--- src/hdl/htl_pkg.sv ---
// ----------------------------------------------------------------------------
// htl_pkg
// types, character codes and the per-item event generator of the html lexer
// ----------------------------------------------------------------------------
package htl_pkg;

	localparam int MaxEvents = 4;
	localparam int CntW      = $clog2(MaxEvents + 1);
	localparam int IdxW      = $clog2(MaxEvents);

	localparam logic [7:0] ChLt     = 8'h3C;
	localparam logic [7:0] ChSlash  = 8'h2F;
	localparam logic [7:0] ChGt     = 8'h3E;
	localparam logic [7:0] ChEq     = 8'h3D;
	localparam logic [7:0] ChSpace  = 8'h20;
	localparam logic [7:0] ChNl     = 8'h0A;
	localparam logic [7:0] ChDquote = 8'h22;
	localparam logic [7:0] ChSquote = 8'h27;

	typedef enum logic [3:0] {
		EV_BREAK      = 4'd0,
		EV_SPACE      = 4'd1,
		EV_CHAR       = 4'd2,
		EV_OPEN_SLASH = 4'd3,
		EV_OPEN       = 4'd4,
		EV_CLOSE      = 4'd5,
		EV_EQUALS     = 4'd6,
		EV_SQUOTE     = 4'd7,
		EV_DQUOTE     = 4'd8,
		EV_TAGNAME    = 4'd9,
		EV_TEXT       = 4'd10
	} ev_kind_t;

	typedef struct packed {
		logic in_tag;
		logic in_quote;
		logic token_open;
		logic prev_space;
		logic pending_lt;
	} lex_state_t;

	typedef struct packed {
		ev_kind_t [MaxEvents-1:0]        kind;
		logic     [MaxEvents-1:0][7:0]   chr;
		logic     [CntW-1:0]             cnt;
		lex_state_t                      nxt;
	} lex_res_t;

	// append one event to the list while it has room
	function automatic lex_res_t ev_push(lex_res_t r, ev_kind_t k, logic [7:0] c);
		lex_res_t o;
		o = r;
		if (r.cnt < CntW'(MaxEvents)) begin
			o.kind[r.cnt[IdxW-1:0]] = k;
			o.chr[r.cnt[IdxW-1:0]]  = (k == EV_CHAR) ? c : 8'h00;
			o.cnt = r.cnt + CntW'(1);
		end
		return o;
	endfunction

	// close a token in progress with a break
	function automatic lex_res_t ev_flush(lex_res_t r);
		lex_res_t o;
		o = r;
		if (r.nxt.token_open) begin
			o = ev_push(o, EV_BREAK, 8'h00);
			o.nxt.token_open = 1'b0;
		end
		return o;
	endfunction

	// all events of one byte, and the state it leaves
	function automatic lex_res_t lex_step(lex_state_t st, logic [7:0] c_in, logic last);
		lex_res_t   r;
		logic [7:0] c;
		logic       handle;
		logic       is_q;
		r        = '0;
		r.nxt    = st;
		handle   = 1'b0;
		c        = (c_in == ChNl) ? ChSpace : c_in;
		is_q     = (c == ChSquote) || (c == ChDquote);
		if (!(c == ChSpace && st.prev_space)) begin
			r.nxt.prev_space = (c == ChSpace);
			if (st.pending_lt) begin
				r.nxt.pending_lt = 1'b0;
				r.nxt.in_tag     = 1'b1;
				r = ev_flush(r);
				if (c == ChSlash) begin
					r = ev_push(r, EV_OPEN_SLASH, 8'h00);
				end else begin
					r = ev_push(r, EV_OPEN, 8'h00);
					handle = 1'b1;
				end
			end else begin
				handle = 1'b1;
			end
		end
		if (handle) begin
			if (c == ChLt) begin
				r.nxt.pending_lt = 1'b1;
			end else if (c == ChGt) begin
				r.nxt.in_tag = 1'b0;
				r = ev_flush(r);
				r = ev_push(r, EV_CLOSE, 8'h00);
			end else if (c == ChEq) begin
				r = ev_flush(r);
				r = ev_push(r, EV_EQUALS, 8'h00);
			end else if (is_q && r.nxt.in_tag) begin
				r.nxt.in_tag   = 1'b0;
				r.nxt.in_quote = 1'b1;
				r = ev_flush(r);
				r = ev_push(r, (c == ChSquote) ? EV_SQUOTE : EV_DQUOTE, 8'h00);
			end else if (is_q && r.nxt.in_quote) begin
				r.nxt.in_tag   = 1'b1;
				r.nxt.in_quote = 1'b0;
			end else if (c == ChSpace) begin
				if (r.nxt.in_tag) begin
					r = ev_push(r, EV_BREAK, 8'h00);
					r.nxt.token_open = 1'b0;
				end else if (r.nxt.token_open) begin
					r = ev_push(r, EV_SPACE, 8'h00);
				end
			end else if (r.nxt.in_tag) begin
				if (!r.nxt.token_open) begin
					r.nxt.token_open = 1'b1;
					r = ev_push(r, EV_TAGNAME, 8'h00);
				end
				r = ev_push(r, EV_CHAR, c);
			end else begin
				if (r.nxt.in_quote) begin
					r.nxt.token_open = 1'b1;
				end else if (!r.nxt.token_open) begin
					r.nxt.token_open = 1'b1;
					r = ev_push(r, EV_TEXT, 8'h00);
				end
				r = ev_push(r, EV_CHAR, c);
			end
		end
		if (last) begin
			if (r.nxt.pending_lt) begin
				r.nxt.in_tag = 1'b1;
				r = ev_flush(r);
				r = ev_push(r, EV_OPEN, 8'h00);
			end
			r.nxt = '0;
		end
		return r;
	endfunction

endpackage

--- src/hdl/html_token_lexer_core.sv ---
// ----------------------------------------------------------------------------
// html_token_lexer_core
// streaming html lexer: one byte in, zero to four token events out
// ----------------------------------------------------------------------------
//
//  channel  handshake            payload
//  -------  -------------------  ------------------------------------
//  input    in_valid / in_stall   char_in[7:0], end_of_text
//  output   out_valid / out_stall event_kind[3:0], char_out[7:0], last_of_run
//
//  a byte is registered on entry, then its events are worked out
//  combinationally and loaded into a four-entry event buffer; the buffer
//  drains one event a cycle while out_stall is low
//  items with no event leave the buffer empty
//  reset clears the lexer flags and all valid state; no clearing pass
//  output stall holds the buffer head; the input stage stalls only while
//  its byte waits for the buffer to empty
//
module html_token_lexer_core (
	input  logic       clk,
	input  logic       arst_n,
	input  logic       in_valid,
	output logic       in_stall,
	input  logic [7:0] char_in,
	input  logic       end_of_text,
	output logic       out_valid,
	input  logic       out_stall,
	output logic [3:0] event_kind,
	output logic [7:0] char_out,
	output logic       last_of_run
);
	import htl_pkg::*;

	// input stage
	logic       valid_s1;
	logic [7:0] char_s1;
	logic       last_s1;

	// lexer flags, updated when an item's events are loaded
	lex_state_t state_q;

	// event buffer
	ev_kind_t [MaxEvents-1:0]      buf_kind_q;
	logic     [MaxEvents-1:0][7:0] buf_chr_q;
	logic     [CntW-1:0]           buf_cnt_q;
	logic     [IdxW-1:0]           buf_idx_q;

	lex_res_t res;
	logic     head_last;
	logic     take;
	logic     buf_free;
	logic     xfer;
	logic     in_take;

	// events of the byte held in the input stage
	assign res = lex_step(state_q, char_s1, last_s1);

	assign head_last = ({1'b0, buf_idx_q} + CntW'(1)) == buf_cnt_q;
	assign take      = out_valid && !out_stall;
	// buffer can be refilled when empty or its last event leaves now
	assign buf_free  = (buf_cnt_q == '0) || (take && head_last);
	assign xfer      = valid_s1 && buf_free;
	assign in_stall  = valid_s1 && !buf_free;
	assign in_take   = in_valid && !in_stall;

	assign out_valid   = buf_cnt_q != '0;
	assign event_kind  = buf_kind_q[buf_idx_q];
	assign char_out    = buf_chr_q[buf_idx_q];
	assign last_of_run = head_last;

	always_ff @(posedge clk or negedge arst_n) begin
		if (!arst_n) begin
			valid_s1 <= 1'b0;
		end else if (in_take) begin
			valid_s1 <= 1'b1;
		end else if (xfer) begin
			valid_s1 <= 1'b0;
		end
	end

	always_ff @(posedge clk) begin
		if (in_take) begin
			char_s1 <= char_in;
			last_s1 <= end_of_text;
		end
	end

	always_ff @(posedge clk or negedge arst_n) begin
		if (!arst_n) begin
			state_q   <= '0;
			buf_cnt_q <= '0;
			buf_idx_q <= '0;
		end else begin
			if (xfer) begin
				state_q <= res.nxt;
			end
			if (buf_free) begin
				buf_idx_q <= '0;
				buf_cnt_q <= xfer ? res.cnt : '0;
			end else if (take) begin
				buf_idx_q <= buf_idx_q + IdxW'(1);
			end
		end
	end

	always_ff @(posedge clk) begin
		if (xfer) begin
			buf_kind_q <= res.kind;
			buf_chr_q  <= res.chr;
		end
	end

`ifndef SYNTHESIS
	// head always points inside the loaded events
	a_idx_in_range: assert property (@(posedge clk) disable iff (!arst_n)
		out_valid |-> ({1'b0, buf_idx_q} < buf_cnt_q))
		else $error("event buffer head beyond fill");

	a_cnt_max: assert property (@(posedge clk) disable iff (!arst_n)
		buf_cnt_q <= CntW'(MaxEvents))
		else $error("event buffer overfilled");

	// the final byte of a document leaves the lexer in its reset state
	a_doc_end: assert property (@(posedge clk) disable iff (!arst_n)
		xfer && last_s1 |=> state_q == '0)
		else $error("lexer flags not cleared after final byte");

	// an empty input stage never stalls
	a_no_idle_stall: assert property (@(posedge clk) disable iff (!arst_n)
		!valid_s1 |-> !in_stall)
		else $error("input stalled with empty stage");
`endif

endmodule
--- config.mk ---
export PLATFORM = sky130hd
export DESIGN_NAME = html_token_lexer_core
export DESIGN_NICKNAME = d
export VERILOG_FILES = /design/src/hdl/htl_pkg.sv /design/src/hdl/html_token_lexer_core.sv
export SDC_FILE = /design/constraint.sdc
export NUM_CORES = 1
export LEC_CHECK = 0
export BUFFER_PORTS_ARGS = -buffer_cell sky130_fd_sc_hd__buf_2
export CAP_MARGIN = 40
export CORE_ASPECT_RATIO = 1.5
export CORE_MARGIN = 1
export CORE_UTILIZATION = 56
export CTS_CLUSTER_SIZE = 24
export DETAILED_ROUTE_END_ITERATION = 16
export PLACE_DENSITY = 0.77
export SYNTH_ARGS = -nofsm -noshare
export SYNTH_HDL_FRONTEND = slang
export SYNTH_SLANG_ARGS = --single-unit
--- constraint.sdc ---
create_clock -name clk -period 14.39 [get_ports clk]
set_clock_uncertainty 0.2 [all_clocks]
set_input_delay 0.7195 -clock clk [delete_from_list [all_inputs] [get_ports clk]]
set_output_delay 0.7195 -clock clk [all_outputs]
set_load 0.02 [all_outputs]
==> metrics.md, run 1 <==
| Metric | Value |
|---|---|
| Status | `finished, final reports clean` |
| Hold Vio Cnt, Final | `0` |
| Yosys cell types | `just over 70` |
| Worst-Margin Slew | `~990 ps` |
| Post-CTS Hold Buffers | `0` |
| I/O Pins | `28` |
| Crit-path slowest cell | `o211ai_1` |
| Max Transition Viols Final | `0` |
| CP dominant cell by count | `ha_1` |
| Final period util | `about two fifths` |
| CP startpoint kind | `flop` |
| Maximum vdd drop | `0.151 mV` |
| Required time of the critical path | `about 14000 ps` |
| Critical path class | `reg -> reg` |
| Num CTS Buffers | `9` |
| Cells after Synth | `about 420` |
| Die area | `0.00830 mm^2` |
| Synthesized cell area | `0.00444 mm^2` |
| Vias in the first global route | `3465` |
| Initial antenna violation count | `0` |
| Max-cap check violation count | `0` |
| Critical Path Fanout Max | `11` |
| Final ANT Viol Nets | `0` |
| Vias | `around 3600` |
| DR pass1 iterations | `5` |
| Endpoint class of the critical path | `flop` |
| F_max | `approximately 170 MHz` |
| Placed Area | `about 0.0047 mm^2` |
| Core area | `~0.0077 mm^2` |
| Root Buffer | `clkbuf_16` |
| NumNets Final | `a little under 500` |
| Grt total ovfl | `0` |
| GP Congestion | `roughly 1.1` |
| Syn_nets | `around 460` |
| Top FF cell, synth | `edfxtp_1` |
| Hold WC Path Type | `in -> async` |
| Via density | `6.52` |
| R2r worst-path depth | `17` |
| Setup violators final | `0` |
| Share of cells above drive strength 1 | `between 10% and 20%` |
| Power Density | `approximately 200 mW/mm^2` |
| Syn_area_per_cell | `10.5 um^2` |
| Leakage | `between 2 and 2.5 nW` |
| Worst path arrival time | `just under 6000 ps` |
| Post_cts resized | `0` |
| Clk Latency, worst-skew pair | `330 ps` |
| Die height | `111 um` |
| Row Count | `39` |
| Worst stage delay on the critical path | `810 ps` |
| R2r startpoint | `char_s1[1]` |
| Final Routed Wirelength | `11700 um` |
| Syn-to-layout area delta | `13.4%` |
| Warnings from Yosys | `0` |
| Post-Layout Inst Area | `0.00503 mm^2` |
| DP HPWL | `8620 um` |
| Async set-reset flop share out of synthesis | `between 15 and 20%` |
| Worst-path clk slew | `about 50 ps` |
| Post-synth EDFFs | `57` |
| Clock sink total | `between 60 and 70` |
| CP Cell Sequence | `and3b_1, o211ai_1, nand3_1, ha_1, nor2_1, inv_1, o21ai_0, ha_1, a211oi_1, a211oi_1, o21ai_0, nor2b_1, ha_1, inv_1, nor4_1, nor3_1, a22o_1` |
| Gr usage total | `a little under a third` |
| First DRT Iteration DRCs | `284` |
| Htree depth | `3` |
| Register area share after synthesis | `roughly 45%` |
| IO buf count | `27` |
| Worst rel slew slack | `roughly 34%` |
| Largest net degree at the start of global routing | `51` |
| Capture point of the worst reg-to-reg path | `buf_kind_q[10]` |
| R2r setup slk | `8430 ps` |
| First-pass GRT wire length | `between 15000 and 20000 um` |
| Routed WL per cell | `~21 um` |
| Setup_tns | `0 ps` |
| Max Root-Sink Buffers | `2` |
| Die W | `around 75 um` |
| Initial Utilization | `between 50% and 60%` |
| Unrepaired setup endpoints after global routing | `no` |
| Register bit count reported by yosys | `68` |
| DRC | `0` |
| Ant diodes | `0` |
| Post-CTS Setup Bufs | `0` |
| Minimum clock period | `around 6000 ps` |
| CTS tree | `built` |
[Yosys cell counts (6+ instances only)]
master	number	share of area [%]
nor2b_1	11	1.5
nand3_1	15	1.7
a21oi_1	22	2.5
clkbuf_1	10	0.85
mux2i_1	7	1.6
mux4_2	12	6.1
nand4_1	6	0.85
inv_1	19	1.6
o21ai_0	20	2.3
edfxtp_1	57	39
nand2_1	38	3.2
o211ai_1	6	1.0
nor3_1	17	1.9
xnor2_1	6	1.2
nor2_1	38	3.2
and2_1	10	1.4
ha_1	21	5.9
dfrtp_1	11	6.2
o31ai_1	6	1.0
[worst max path at each step]
stage	startpoint	to	slack, ps
2_1_floorplan	char_s1[1]	buf_cnt_q[1]	9550
3_3_place_gp	char_s1[1]	buf_cnt_q[1]	8900
3_5_place_dp	char_s1[1]	buf_kind_q[14]	8660
4_1_cts	char_s1[1]	buf_kind_q[10]	8580
5_1_grt	char_s1[1]	buf_kind_q[6]	7990
6_report	char_s1[1]	buf_kind_q[10]	8430
[layout by cell type, fill, tap and decap left out, types with 5 or more instances in the layout]
cell	Yosys	final
nand4_1	6	6
dfrtp_1	11	11
or3_1	5	5
inv_1	19	18
clkbuf_16	0	9
a211oi_1	5	5
nand2_1	38	38
xnor2_1	6	6
buf_2	4	27
and2_1	10	10
o31ai_1	6	6
nor2b_1	11	11
o211ai_1	6	6
o21ai_0	20	20
nor2_1	38	38
mux2i_1	7	7
buf_4	0	5
mux4_2	12	12
edfxtp_1	57	57
nand3_1	15	15
a22o_1	5	5
a21oi_1	22	22
ha_1	21	21
nor3_1	17	17
[where the power goes]
part / internal, mW / switching, mW
Combinational: 0.149 / 0.236
Clock: 0.169 / 0.0789
Sequential: 0.319 / 0.0431
Total: 0.637 / 0.358
[critical path: cells and delay by family, from the launching register on]
| family | cells | cell delay (ps) |
|---|---|---|
| compound gates | 6 | 2020 |
| fa+ha+maj | 3 | 1000 |
| buf+inv | 2 | 210 |
| flops | 1 | 510 |
| simple gates | 6 | 1750 |
[registers in the layout, summed over array words and instances (netlist names)]
name / flops
state_q: 5
buf_cnt_q: 3
last_s1: 1
buf_idx_q: 2
char_s1: 8
valid_s1: 1
buf_chr_q: 32
buf_kind_q: 16
[cell type report]
type,instances,area [um^2]
clock buffers,10,229
clock inverters,6,113
fillers,602,2630
inverters,22,82.6
multi-input cells,317,2290
flip-flops and latches,68,1990
well taps,102,128
repair buffers,33,200
[per-layer routing]
layer  GRT usage (%)  up-vias  share of wire, %
met5               0        -                 0
met4            16.5        0               4.5
met3            5.82       41               6.8
met2            47.2      190                50
met1            39.3     1739                39
li1                -     1668                 -
[cells by family after synthesis]
group,count (synthesis),share of synthesized area (%)
AOI/OAI and AO/OA,103,16.9
DFF,68,44.7
adders and majority gates,21,5.92
and+or+nand+nor,164,19.2
buffers and inverters,39,3.58
muxes,20,7.92
xor gates and xnor gates,9,1.78
[metrics by stage]
| stage | total power, mW | cells | hold WS (ps) | worst slack, ps | utilization [%] |
|---|---|---|---|---|---|
| 6_report | 0.995 | 558 | 56.7 | 8430 | 65.7 |
| 3_3_place_gp | 0.725 | 538 | 298 | 8900 | 60.6 |
| 2_1_floorplan | 0.627 | 424 | 224 | 9550 | - |
| 3_5_place_dp | 0.748 | 542 | 309 | 8660 | 61.2 |
| 4_1_cts | 0.998 | 558 | 59.2 | 8580 | 65.7 |
| 5_1_grt | 1.05 | 558 | 64.8 | 7990 | 65.7 |
(Power assumes the default switching activity.)
==> run 2: changes to the inputs <==
==> constraint.sdc (replaced) <==
create_clock -name clk -period 5.56 [get_ports clk]
set_clock_uncertainty 0.2 [all_clocks]
set_input_delay 0.278 -clock clk [delete_from_list [all_inputs] [get_ports clk]]
set_output_delay 0.278 -clock clk [all_outputs]
set_load 0.02 [all_outputs]
==> metrics.md, run 2 (synthesized netlist as in run 1, its figures left out) <==
| Metric | Value |
|---|---|
| CP startpoint kind | `flop` |
| Critical path class | `reg -> reg` |
| First-pass GRT wire length | `between 20000 and 25000 um` |
| DRC | `0` |
| Worst-path clk slew | `~50 ps` |
| Initial antenna violation count | `0` |
| First DRT Iteration DRCs | `roughly 540` |
| Gr usage total | `33.2%` |
| DR pass1 iterations | `5` |
| Status | `finished, final reports clean` |
| CTS tree | `built` |
| Die W | `approximately 75 um` |
| Die area | `slightly above 0.008 mm^2` |
| Worst rel slew slack | `approximately 42%` |
| Top Registers | `buf_chr_q: 32 flops, buf_kind_q: 16 flops, char_s1: 8 flops` |
| Max Transition Viols Final | `0` |
| Gate power share | `between 40% and 50%` |
| Root Buffer | `clkbuf_16` |
| Final period util | `between 90 and 100%` |
| Share of cells above drive strength 1 | `around a fifth` |
| Max-cap check violation count | `0` |
| Top reg by flops | `buf_chr_q` |
| Num CTS Buffers | `9` |
| IO buf count | `27` |
| CP Cell Sequence | `nor3b_1, o211ai_1, nand3_1, ha_1, nor2_1, inv_1, o21ai_1, ha_1, a211oi_1, a211oi_1, o21ai_0, nor2b_1, ha_1, inv_1, o32ai_1, nor3_1, a22o_1` |
| Minimum clock period | `5200 ps` |
| Sw frac | `37.3%` |
| Hold Vio Cnt, Final | `0` |
| Final Routed Wirelength | `between 10000 and 15000 um` |
| CP dominant cell by count | `ha_1` |
| Die height | `about 110 um` |
| R2r setup slk | `between 300 and 400 ps` |
| Initial Utilization | `between 50% and 60%` |
| Final WS setup | `361 ps` |
| Vias | `between 3000 and 4000` |
| Sw power | `slightly below 1 mW` |
| F_max | `around 190 MHz` |
| Vias in the first global route | `roughly 3700` |
| Clk Latency, worst-skew pair | `between 300 and 400 ps` |
| Power Density | `500 mW/mm^2` |
| NumNets Final | `just over 500` |
| Routed WL per cell | `around 22 um` |
| Syn-to-layout area delta | `16.9%` |
| Largest register FFs | `32` |
| Setup violators final | `0` |
| Worst-Margin Slew | `between 800 and 900 ps` |
| Endpoint class of the critical path | `flop` |
| Hold WC Path Type | `in -> reg` |
| P_int | `1.63 mW` |
| Crit-path slowest cell | `edfxtp_1` |
| Grt total ovfl | `0` |
| Required time of the critical path | `between 5000 and 6000 ps` |
| Row Count | `39` |
| Critical Path Fanout Max | `11` |
| Post-CTS Setup Bufs | `0` |
| Setup Slack @ Placement | `299 ps` |
| DP HPWL | `about 9400 um` |
| Final ANT Viol Nets | `0` |
| Ant diodes | `0` |
| Worst stage delay on the critical path | `between 500 and 600 ps` |
| I/O Pins | `28` |
| Htree depth | `3` |
| Most common cell after layout, fill and taps aside | `edfxtp_1` |
| Max Root-Sink Buffers | `2` |
| Unrepaired setup endpoints after global routing | `no` |
| Commonest cells after routing, fill and taps aside | `edfxtp_1, nand2_1, nor2_1` |
| Largest net degree at the start of global routing | `51` |
| GP Congestion | `1.04` |
| Leakage | `2.08 nW` |
| Core area | `approximately 0.0077 mm^2` |
| Maximum vdd drop | `around 0.37 mV` |
| Via density | `approximately 6.6` |
| Share of power burned in registers | `~36%` |
| Setup_tns | `0 ps` |
| Worst path arrival time | `slightly above 5000 ps` |
| Clock sink total | `68` |
| Clk pwr share | `23.3%` |
[run 2: cell count changes in the layout (fill, tap and decap cells not counted), sizes merged]
cell         before  now
clkinv            6    4
clkinvlp          0    2
dlygate4sd3       0   11
buf              33   40
inv              19   20
bufinv            3    2
[run 2: stage by stage]
step	util (%)	hold WS, ps	std cells	power, mW	cell area (um^2)
floorplan	-	-218	424	1.62	4440
global placement	61.6	-35.4	548	1.92	4720
detailed placement	61.9	-27.4	549	1.98	4740
CTS	67.5	18.3	575	2.59	5170
global route	67.8	41.1	576	2.73	5190
finish	67.8	27.7	576	2.60	5190
[run 2: final cells by class]
cell class	count	area, um^2
Sequential cell	68	1990
Multi-Input combinational cell	317	2310
Clock buffer	9	225
Clock inverter	6	88.8
Timing Repair Buffer	52	370
Inverter	22	82.6
Fill cell	584	2470
Tap cell	102	128
[run 2: per-layer routing]
layer  vias to the layer above  track usage (%)  share of wire (%)
met5                         -                0                  0
met3                        40             5.09                6.9
met1                      1832             42.1                 39
met2                       212             53.8                 50
li1                       1692                -                  -
met4                         0             16.2                4.3
[run 2: power by group through the flow]
stage / Sequential, mW / Clock [mW] / Combinational (mW)
final: 0.943 / 0.606 / 1.05
after global routing: 0.966 / 0.626 / 1.14
after CTS: 0.944 / 0.608 / 1.04
after detailed placement: 0.953 / 0 / 1.02
after global placement: 0.943 / 0 / 0.978
after floorplan: 0.888 / 0 / 0.736
[run 2: worst max-delay path, delay by kind of cell (launching register included)]
kind | cells | cell delay (ps)
buffers and inverters | 2 | 230
adder cells (fa/ha/maj) | 3 | 850
AND/OR/NAND/NOR | 5 | 1330
AO/OA/AOI/OAI | 7 | 1790
flip-flops | 1 | 550
[run 2: what timing repair did]
action | CTS | global route
hold buffers | 11 | 0
hold endpoints to repair | 21 | 0
resized for setup | 0 | 4
setup endpoints to repair | 0 | 6
[run 2: final timing paths]
kind	start	cells past startpoint	end
setup / recovery	char_s1[0]	17	buf_kind_q[14]
hold / removal	out_stall	3	buf_idx_q[0]
setup reg to reg	char_s1[0]	17	buf_kind_q[14]
hold reg to reg	valid_s1	2	valid_s1
max in group asynchronous	arst_n	2	state_q[2]
min in group asynchronous	arst_n	2	state_q[1]
